`config.mk`:
```
export PLATFORM = sky130hd
export DESIGN_NAME = i2c_master_bit_sequencer_core
export DESIGN_NICKNAME = d
export VERILOG_FILES = /design/src/i2cms_pkg.sv /design/src/i2c_master_bit_sequencer_core.sv /design/src/i2cms_cfg.sv /design/src/i2cms_step.sv
export SDC_FILE = /design/constraint.sdc
export NUM_CORES = 1
export LEC_CHECK = 0
export BUFFER_PORTS_ARGS = -buffer_cell sky130_fd_sc_hd__buf_2
export CORE_MARGIN = 2
export CORE_UTILIZATION = 50
export CTS_CLUSTER_SIZE = 14
export DETAILED_ROUTE_END_ITERATION = 10
export PLACE_DENSITY_LB_ADDON = 0.12
export SYNTH_ARGS = -nofsm -noshare
export SYNTH_HDL_FRONTEND = slang
export SYNTH_SLANG_ARGS = --single-unit
export TNS_END_PERCENT = 10
```
`constraint.sdc`:
```
create_clock -name clk -period 5.55 [get_ports clk]
set_input_delay 0.8325 -clock clk [delete_from_list [all_inputs] [get_ports clk]]
set_output_delay 0.8325 -clock clk [all_outputs]
set_load 0.05 [all_outputs]
```
`src/i2cms_pkg.sv`:
```
// Shared types, codes and phase functions of the I2C master bit sequencer.
package i2cms_pkg;

	typedef enum logic [2:0] {
		MODE_IDLE  = 3'd0,
		MODE_START = 3'd1,
		MODE_STOP  = 3'd2,
		MODE_WRITE = 3'd3,
		MODE_WAIT  = 3'd4,
		MODE_READ  = 3'd5
	} i2cms_mode_t;

	// Configuration register indexes.
	localparam logic CFG_TICKS_PER_UNIT = 1'b0;
	localparam logic CFG_ACK_TIMEOUT    = 1'b1;

	localparam logic [15:0] TICKS_PER_UNIT_RST = 16'd50;
	localparam logic [7:0]  ACK_TIMEOUT_RST    = 8'd250;

	typedef struct packed {
		logic [2:0] action;
		logic [7:0] write_data;
		logic       send_ack;
		logic       sda_in;
	} i2cms_cmd_t;

	typedef struct packed {
		logic       scl_level;
		logic       sda_level;
		logic       sda_drive;
		logic       busy_res;
		logic       done_res;
		logic [7:0] read_data;
		logic       ack_error;
	} i2cms_res_t;

	typedef struct packed {
		logic [15:0] unit_ticks;
		logic [7:0]  ack_timeout;
	} i2cms_cfg_t;

	typedef struct packed {
		i2cms_mode_t mode;
		logic [2:0]  phase;
		logic [3:0]  bit_cnt;
		logic [7:0]  shift;
		logic [15:0] delay;
		logic [2:0]  units;
		logic [7:0]  tmo;
		logic        scl;
		logic        sda;
		logic        drv;
		logic        ack_flag;
		logic        ack_choice;
		logic [7:0]  rd_byte;
		logic        polling;
	} i2cms_state_t;

	typedef struct packed {
		i2cms_state_t st;
		logic [2:0]   units;
		logic         poll;
	} i2cms_apply_t;

	typedef struct packed {
		i2cms_state_t st;
		logic         fin;
	} i2cms_next_t;

	typedef struct packed {
		i2cms_state_t st;
		logic         done;
	} i2cms_step_t;

	// Set the lines of the current phase and report how long it holds.
	function automatic i2cms_apply_t apply_phase(i2cms_state_t st, logic sda_in);
		i2cms_apply_t r;
		r.st = st;
		r.units = 3'd0;
		r.poll = 1'b0;
		case (st.mode)
			MODE_START: begin
				case (st.phase)
					3'd0: begin
						r.st.drv = 1'b1; r.st.sda = 1'b1; r.st.scl = 1'b1; r.units = 3'd4;
					end
					3'd1: begin
						r.st.sda = 1'b0; r.units = 3'd4;
					end
					default: r.st.scl = 1'b0;
				endcase
			end
			MODE_STOP: begin
				case (st.phase)
					3'd0: begin
						r.st.drv = 1'b1; r.st.scl = 1'b0; r.st.sda = 1'b0; r.units = 3'd4;
					end
					3'd1: begin
						r.st.scl = 1'b1; r.units = 3'd1;
					end
					default: begin
						r.st.sda = 1'b1; r.units = 3'd4;
					end
				endcase
			end
			MODE_WRITE: begin
				case (st.phase)
					3'd0: begin
						r.st.drv = 1'b1; r.st.scl = 1'b0;
					end
					3'd1: begin
						r.st.sda = st.shift[7];
						r.st.shift = {st.shift[6:0], 1'b0};
						r.units = 3'd2;
					end
					3'd2: begin
						r.st.scl = 1'b1; r.units = 3'd2;
					end
					default: begin
						r.st.scl = 1'b0; r.units = 3'd2;
					end
				endcase
			end
			MODE_WAIT: begin
				case (st.phase)
					3'd0: begin
						r.st.drv = 1'b0; r.st.sda = 1'b1; r.units = 3'd1;
					end
					3'd1: begin
						r.st.scl = 1'b1; r.units = 3'd1;
					end
					default: r.poll = 1'b1;
				endcase
			end
			MODE_READ: begin
				case (st.phase)
					3'd0: begin
						r.st.drv = 1'b0; r.st.scl = 1'b0; r.units = 3'd2;
					end
					3'd1: begin
						r.st.scl = 1'b1;
						r.st.shift = {st.shift[6:0], sda_in};
						r.units = 3'd1;
					end
					3'd2: begin
						r.st.scl = 1'b0; r.st.drv = 1'b1; r.st.sda = ~st.ack_choice;
						r.units = 3'd2;
					end
					3'd3: begin
						r.st.scl = 1'b1; r.units = 3'd2;
					end
					default: r.st.scl = 1'b0;
				endcase
			end
			default: r.units = 3'd0;
		endcase
		return r;
	endfunction

	// Pick the phase that follows the current one; fin marks the end of the command.
	function automatic i2cms_next_t next_phase(i2cms_state_t st);
		i2cms_next_t r;
		logic [3:0] cnt;
		r.st = st;
		r.fin = 1'b0;
		cnt = st.bit_cnt + 4'd1;
		case (st.mode)
			MODE_START, MODE_STOP: begin
				if (st.phase >= 3'd2) r.fin = 1'b1;
				else r.st.phase = st.phase + 3'd1;
			end
			MODE_WRITE: begin
				if (st.phase < 3'd3) begin
					r.st.phase = st.phase + 3'd1;
				end else begin
					r.st.bit_cnt = cnt;
					if (cnt < 4'd8) r.st.phase = 3'd1;
					else r.fin = 1'b1;
				end
			end
			MODE_WAIT: begin
				if (st.phase < 3'd2) r.st.phase = st.phase + 3'd1;
				else r.fin = 1'b1;
			end
			MODE_READ: begin
				if (st.phase == 3'd0) begin
					r.st.phase = 3'd1;
				end else if (st.phase == 3'd1) begin
					r.st.bit_cnt = cnt;
					if (cnt < 4'd8) begin
						r.st.phase = 3'd0;
					end else begin
						r.st.rd_byte = st.shift;
						r.st.phase = 3'd2;
					end
				end else if (st.phase >= 3'd4) begin
					r.fin = 1'b1;
				end else begin
					r.st.phase = st.phase + 3'd1;
				end
			end
			default: r.fin = 1'b1;
		endcase
		if (r.fin) begin
			r.st.mode = MODE_IDLE;
			r.st.phase = 3'd0;
		end
		return r;
	endfunction

	// Apply the current phase and chain through a phase with no delay.
	// No reachable sequence holds two zero-delay phases in a row.
	function automatic i2cms_step_t run_phases(i2cms_state_t st, logic sda_in,
		logic [15:0] unit_ticks);
		i2cms_apply_t a;
		i2cms_next_t  n;
		i2cms_step_t  r;
		a = apply_phase(st, sda_in);
		r.done = 1'b0;
		r.st = a.st;
		if (!a.poll && a.units == 3'd0) begin
			n = next_phase(a.st);
			r.st = n.st;
			r.done = n.fin;
			if (!n.fin) begin
				a = apply_phase(n.st, sda_in);
				r.st = a.st;
			end
		end
		if (!r.done) begin
			if (a.poll) begin
				r.st.polling = 1'b1;
				r.st.tmo = 8'd0;
			end else if (a.units != 3'd0) begin
				r.st.units = a.units;
				r.st.delay = unit_ticks;
			end
		end
		return r;
	endfunction

	function automatic i2cms_step_t advance(i2cms_state_t st, logic sda_in,
		logic [15:0] unit_ticks);
		i2cms_next_t n;
		i2cms_step_t r;
		n = next_phase(st);
		if (n.fin) begin
			r.st = n.st;
			r.done = 1'b1;
		end else begin
			r = run_phases(n.st, sda_in, unit_ticks);
		end
		return r;
	endfunction

endpackage

```
`src/i2c_master_bit_sequencer_core.sv`:
```
// Top level of the I2C master bit sequencer: state register, result register, handshakes.
//
// Each item on the cmd channel is one bus tick: an optional command (start, stop,
// write byte, wait for acknowledge, read byte) plus the sampled SDA level. A command
// is taken only while the sequencer is idle; otherwise the action is ignored.
// Every accepted item yields exactly one item on the res channel with the driven
// SCL/SDA levels, the SDA output enable, busy, a done pulse, the last read byte
// and the acknowledge error flag, all as they stand after that tick.
// The result of an item is loaded into the result register at the edge that accepts it.
// Throughput is one item per cycle while the receiver does not stall, set by the
// single stage of next-state logic between the state register and the result register.
// When the receiver stalls, cmd_ready drops only while the result register holds
// an item not yet taken, so a stall costs no more than the stalled cycles.
// Reset leaves the sequencer idle with SCL and SDA high and driven, the unit
// length at 50 ticks and the acknowledge timeout at 250 ticks. The configuration
// port writes a register on any edge with cfg_we high; write it only while idle.
module i2c_master_bit_sequencer_core
	import i2cms_pkg::*;
(
	input  logic        clk,
	input  logic        arst_n,
	input  logic        cmd_valid,
	output logic        cmd_ready,
	input  i2cms_cmd_t  cmd,
	output logic        res_valid,
	input  logic        res_ready,
	output i2cms_res_t  res,
	input  logic        cfg_we,
	input  logic        cfg_index,
	input  logic [15:0] cfg_wdata
);

	localparam i2cms_state_t STATE_RST = '{
		mode: MODE_IDLE, phase: 3'd0, bit_cnt: 4'd0, shift: 8'd0, delay: 16'd0,
		units: 3'd0, tmo: 8'd0, scl: 1'b1, sda: 1'b1, drv: 1'b1, ack_flag: 1'b0,
		ack_choice: 1'b0, rd_byte: 8'd0, polling: 1'b0
	};

	i2cms_cfg_t   cfg;
	i2cms_state_t state_q;
	i2cms_state_t state_nxt;
	i2cms_res_t   res_nxt;
	i2cms_res_t   res_q;
	logic         res_valid_q;
	logic         accept;

	i2cms_cfg u_cfg (
		.clk       (clk),
		.arst_n    (arst_n),
		.cfg_we    (cfg_we),
		.cfg_index (cfg_index),
		.cfg_wdata (cfg_wdata),
		.cfg       (cfg)
	);

	i2cms_step u_step (
		.st     (state_q),
		.cmd    (cmd),
		.cfg    (cfg),
		.st_nxt (state_nxt),
		.res    (res_nxt)
	);

	assign cmd_ready = !res_valid_q || res_ready;
	assign accept    = cmd_valid && cmd_ready;

	always_ff @(posedge clk or negedge arst_n) begin
		if (!arst_n) begin
			state_q     <= STATE_RST;
			res_valid_q <= 1'b0;
		end else begin
			if (accept) begin
				state_q     <= state_nxt;
				res_valid_q <= 1'b1;
			end else if (res_ready) begin
				res_valid_q <= 1'b0;
			end
		end
	end

	always_ff @(posedge clk) begin
		if (accept) begin
			res_q <= res_nxt;
		end
	end

	assign res_valid = res_valid_q;
	assign res       = res_q;

	a_done_ends_cmd: assert property (@(posedge clk) disable iff (!arst_n)
		res_valid && res.done_res |-> !res.busy_res)
		else $error("done reported while a command is still running");

	a_poll_only_wait: assert property (@(posedge clk) disable iff (!arst_n)
		state_q.polling |-> state_q.mode == MODE_WAIT)
		else $error("acknowledge polling outside a wait command");

	a_idle_holds: assert property (@(posedge clk) disable iff (!arst_n)
		accept && state_q.mode == MODE_IDLE && cmd.action == 3'd0
		|=> state_q.mode == MODE_IDLE)
		else $error("sequencer left idle without a command");

	a_bit_cnt_range: assert property (@(posedge clk) disable iff (!arst_n)
		state_q.bit_cnt <= 4'd8)
		else $error("bit counter ran past one byte");

	a_stall_only_full: assert property (@(posedge clk) disable iff (!arst_n)
		!cmd_ready |-> res_valid)
		else $error("input stalled with an empty result register");

endmodule

```
`src/i2cms_cfg.sv`:
```
// Configuration registers of the I2C master bit sequencer.
module i2cms_cfg
	import i2cms_pkg::*;
(
	input  logic        clk,
	input  logic        arst_n,
	input  logic        cfg_we,
	input  logic        cfg_index,
	input  logic [15:0] cfg_wdata,
	output i2cms_cfg_t  cfg
);

	logic [15:0] ticks_q;
	logic [7:0]  timeout_q;

	always_ff @(posedge clk or negedge arst_n) begin
		if (!arst_n) begin
			ticks_q   <= TICKS_PER_UNIT_RST;
			timeout_q <= ACK_TIMEOUT_RST;
		end else if (cfg_we) begin
			case (cfg_index)
				CFG_TICKS_PER_UNIT: ticks_q   <= cfg_wdata;
				CFG_ACK_TIMEOUT:    timeout_q <= cfg_wdata[7:0];
				default:            ticks_q   <= ticks_q;
			endcase
		end
	end

	// A unit length of zero behaves as one tick.
	assign cfg.unit_ticks  = (ticks_q == 16'd0) ? 16'd1 : ticks_q;
	assign cfg.ack_timeout = timeout_q;

endmodule

```
`src/i2cms_step.sv`:
```
// Next-state and result logic for one tick of the I2C master bit sequencer.
module i2cms_step
	import i2cms_pkg::*;
(
	input  i2cms_state_t st,
	input  i2cms_cmd_t   cmd,
	input  i2cms_cfg_t   cfg,
	output i2cms_state_t st_nxt,
	output i2cms_res_t   res
);

	i2cms_state_t seed;
	i2cms_step_t  stp;
	logic [15:0]  delay_dec;
	logic [2:0]   units_dec;

	always_comb begin
		seed = st;
		stp.st = st;
		stp.done = 1'b0;
		delay_dec = (st.delay != 16'd0) ? st.delay - 16'd1 : st.delay;
		units_dec = (st.units != 3'd0) ? st.units - 3'd1 : st.units;

		if (st.mode == MODE_IDLE) begin
			if (cmd.action inside {[MODE_START:MODE_READ]}) begin
				seed.mode = i2cms_mode_t'(cmd.action);
				seed.phase = 3'd0;
				seed.bit_cnt = 4'd0;
				seed.polling = 1'b0;
				if (cmd.action == MODE_WRITE) seed.shift = cmd.write_data;
				if (cmd.action == MODE_READ) begin
					seed.shift = 8'd0;
					seed.ack_choice = cmd.send_ack;
				end
				stp = run_phases(seed, cmd.sda_in, cfg.unit_ticks);
			end
		end else if (st.polling) begin
			if (!cmd.sda_in) begin
				stp.st.polling = 1'b0;
				stp.st.scl = 1'b0;
				stp.st.ack_flag = 1'b0;
				stp.st.mode = MODE_IDLE;
				stp.st.phase = 3'd0;
				stp.done = 1'b1;
			end else if (st.tmo >= cfg.ack_timeout) begin
				// No acknowledge in time: flag it and put a stop on the bus.
				seed.polling = 1'b0;
				seed.ack_flag = 1'b1;
				seed.mode = MODE_STOP;
				seed.phase = 3'd0;
				stp = run_phases(seed, cmd.sda_in, cfg.unit_ticks);
			end else begin
				stp.st.tmo = st.tmo + 8'd1;
			end
		end else begin
			seed.delay = delay_dec;
			if (delay_dec == 16'd0) begin
				seed.units = units_dec;
				if (units_dec == 3'd0) begin
					stp = advance(seed, cmd.sda_in, cfg.unit_ticks);
				end else begin
					stp.st = seed;
					stp.st.delay = cfg.unit_ticks;
				end
			end else begin
				stp.st = seed;
			end
		end
	end

	assign st_nxt = stp.st;

	assign res.scl_level = stp.st.scl;
	assign res.sda_level = stp.st.sda;
	assign res.sda_drive = stp.st.drv;
	assign res.busy_res  = (stp.st.mode != MODE_IDLE);
	assign res.done_res  = stp.done;
	assign res.read_data = stp.st.rd_byte;
	assign res.ack_error = stp.st.ack_flag;

endmodule

```
==> out/results.ini <==
[outcome]
status = complete, no violations

[cts]
htreeDepth = 3
cts-buffers-inserted = 9
cts_tree = built
hold_buffers = 0
clk_pin_slew_ns = 0.08
root_buffer = clkbuf_16
insertion_delay_ns = 0.36
clock-sinks = 98
clockBufferDepth = 2

[grt]
grt_usage = 0.2746
overflow = 0
grt_max_degree = 69
grt_pass1_wl_um = 36280
grt_pass1_vias = 6841
antenna_found_initial = 0

[logic_synthesis]
netlist_area_sq_mm = 0.007940
ys_seq_elements = 98
yosysWarningCount = 0
synth_top_area_cell = dfrtp_1
ys_types = 105
async_flop_share = 0.8571
synth_most_common_cell = nand2_1
yosysTopAreaCellShare = 0.2269
synth-edff-count = 14
synth_flop_cell = dfrtp_1
yosys-top-cells-count = nand2_1, o21ai_0, nor2_1, dfrtp_1, a21oi_1
synth_area_leaders = dfrtp_1, edfxtp_1, mux2_2
syn_nets = 1002
synth.avg_cell_area_sq_um = 8.456
syn_inst = 939
ys_seq_area_frac = 0.3196

[setup_path]
critPathRequiredTime_ns = 5.79
crit_path_end = state_q[42]$_DFFE_PN0P_
timing.reg2reg.setup_slack_ns = 0.36
crit_path_start_kind = flip-flop
reg2reg_depth = 20
r2r-end = state_q[42]$_DFFE_PN0P_
end_kind = flip-flop
max_stage_delay_ns = 0.50
cp_top_family = compound AO/OA/AOI/OAI gates
crit_chain = inv_1 -> ha_1 -> nor2b_1 -> o221ai_1 -> o211ai_1 -> or2_2 -> nand2_1 -> inv_1 -> ha_1 -> ha_1 -> nor2_1 -> o21ai_0 -> o2bb2a_1 -> a31oi_1 -> o2111a_1 -> nand4_2 -> or2_1 -> nand3_1 -> nand2b_1 -> a221o_1
arrival_ns = 5.43
worst_path_max_delay_cell = dfrtp_1
cp_max_fo = 10
criticalPathCategory = flip-flop to flip-flop
critPathLaunch = state_q[54]$_DFFE_PN0P_
cp_num_buf_inv = 2
path_depth = 20
reg2reg_from = state_q[54]$_DFFE_PN0P_
cp_common_cell = ha_1

[sta]
fmax_mhz = 192.6
slew_viol_final = 0
finalSetupViolCount = 0
fin_skew_ns = 0.01447
rsz0062_at_grt = false
finalHoldViolCount = 0
relSlewSlack = 0.3132
whs_ns = 0.3232
layout_min_cycle_time_ns = 5.191
finalCritPeriodShare = 0.9353
tightestPinTransition_ns = 1.019
tns_ns = 0

[floorplanning]
placementRows = 46
die_y_um = 130.0
start_util = 0.5053
die_x_um = 130.0
core_area_sq_mm = 0.01571
dieArea_sq_mm = 0.01690
ios = 51

[job]
max-cap-violations = 0

[worst_hold_path]
holdCritPathClass = input port to asynchronous set/reset pin

[power_and_ir_drop]
total_power_mw = 5.160
power_switching_mw = 2.748
p_clk_frac = 0.125
vdd_drop_max_v = 0.0003046
powerDensity_mw_per_mm2 = 594.9
intPower_mw = 2.412
power_leakage_nw = 3.501
p_seq_frac = 0.217
switching_share = 0.5325
combPwrFrac = 0.658

[routing]
dr.pass1.iters = 6
wl_per_cell_um = 19.22
totalWireLength_um = 22870
drt_iter0_markers = 703
drcViolationCount = 0
ant_nets = 0
route.vias.total = 7536
vias_per_cell = 6.333

[placement]
portBuffers = 50
finalWeightedCongestion = 0.9922
hpwl_um = 17050

[cells_and_area]
drive_gt1_frac = 0.1858
synthToLayoutAreaGrowth_pct = 9.234
antenna_cells = 0
fillers = 1450
final_nets = 1032

[logic make-up after synthesis]
logic type / share of synthesized area
muxes: 0.06366
AOI/OAI and AO/OA: 0.2795
buffers and inverters: 0.05310
xor gates and xnor gates: 0.01576
and+or+nand+nor: 0.2228
adders and majority gates: 0.04554
DFF: 0.3196
[power by group through the flow]
stage	registers [mW]	logic [mW]	clock network, mW
floorplan	1.04	2.51	0
global placement	1.12	3.30	0
detailed placement	1.12	3.26	0
CTS	1.11	3.28	0.656
global route	1.15	3.68	0.684
finish	1.12	3.39	0.645
[per-layer routing]
layer / up-vias / track usage / share of wire
li1: 3599 / - / -
met1: 3589 / 0.3813 / 0.45
met2: 293 / 0.4306 / 0.46
met3: 55 / 0.04387 / 0.056
met4: 0 / 0.1088 / 0.032
met5: - / 0 / 0
[worst min-delay path by stage]
stage | start | end | slack, ns | cells past startpoint
after floorplan | state_q[21]$_DFFE_PN0P_ | state_q[21]$_DFFE_PN0P_ | 0.45 | 1
after global placement | state_q[1]$_DFFE_PN0P_ | state_q[1]$_DFFE_PN0P_ | 0.49 | 1
after detailed placement | state_q[8]$_DFFE_PN0P_ | state_q[8]$_DFFE_PN0P_ | 0.49 | 1
after CTS | arst_n | state_q[6]$_DFFE_PN0P_ | 0.32 | 1
after global routing | arst_n | state_q[7]$_DFFE_PN0P_ | 0.33 | 1
final | arst_n | state_q[6]$_DFFE_PN0P_ | 0.32 | 1
[layout by cell type (no fill, tap or decap), types with 9 or more instances in the layout]
cell type,count
a21oi_1,56
a22oi_1,15
a31oi_1,19
and2_1,14
and3_1,11
buf_2,49
buf_4,18
clkbuf_16,9
dfrtp_1,70
dfstp_2,12
edfxtp_1,14
ha_1,28
inv_1,47
mux2_2,36
mux2i_1,10
nand2_1,89
nand2b_1,15
nand3_1,28
nand4_1,9
nor2_1,75
nor2b_1,9
nor3_1,21
nor4_1,12
o211ai_1,9
o21ai_0,79
o21ai_1,17
o221ai_1,11
o22ai_1,10
[flip-flops by register name, summed over array words and instances (netlist names)]
register and count:
res_valid 1, u_cfg.ticks_q 16, u_cfg.timeout_q 8, state_q 59, res 14
[through the flow]
stage | worst slack, ns | utilization | instances | instance area, sq um
2_1_floorplan | 1.071 | - | 939 | 7940
3_5_place_dp | 0.2058 | 0.5319 | 1174 | 8358
3_3_place_gp | 0.4012 | 0.5319 | 1174 | 8358
4_1_cts | 0.1912 | 0.5511 | 1190 | 8660
6_report | 0.3588 | 0.5520 | 1190 | 8673
5_1_grt | 0.04663 | 0.5520 | 1190 | 8673
[worst reg2reg max path, delay by kind of cell, from the launching register on]
kind,cells,cell delay [ns]
AO/OA/AOI/OAI,7,2.01
AND/OR/NAND/NOR,8,1.64
adder cells (fa/ha/maj),3,0.68
flip-flops,1,0.50
buffers and inverters,2,0.23
[cell type report]
type | count | area (sq um) | area share
clock buffer | 9 | 225.2 | 0.02597
timing repair buffer | 67 | 380.4 | 0.04385
inverter | 48 | 180.2 | 0.02077
clock inverter | 7 | 76.32 | 0.008800
tap | 216 | 270.3 | 0.03116
multi-input combinational | 745 | 5001 | 0.5766
sequential | 98 | 2540 | 0.2928
[timing repair]
item | CTS | global route
gates resized for setup | 0 | 6
setup endpoints to repair | 0 | 32
setup buffers | 0 | 0
Power figures use the tool's default switching activity.
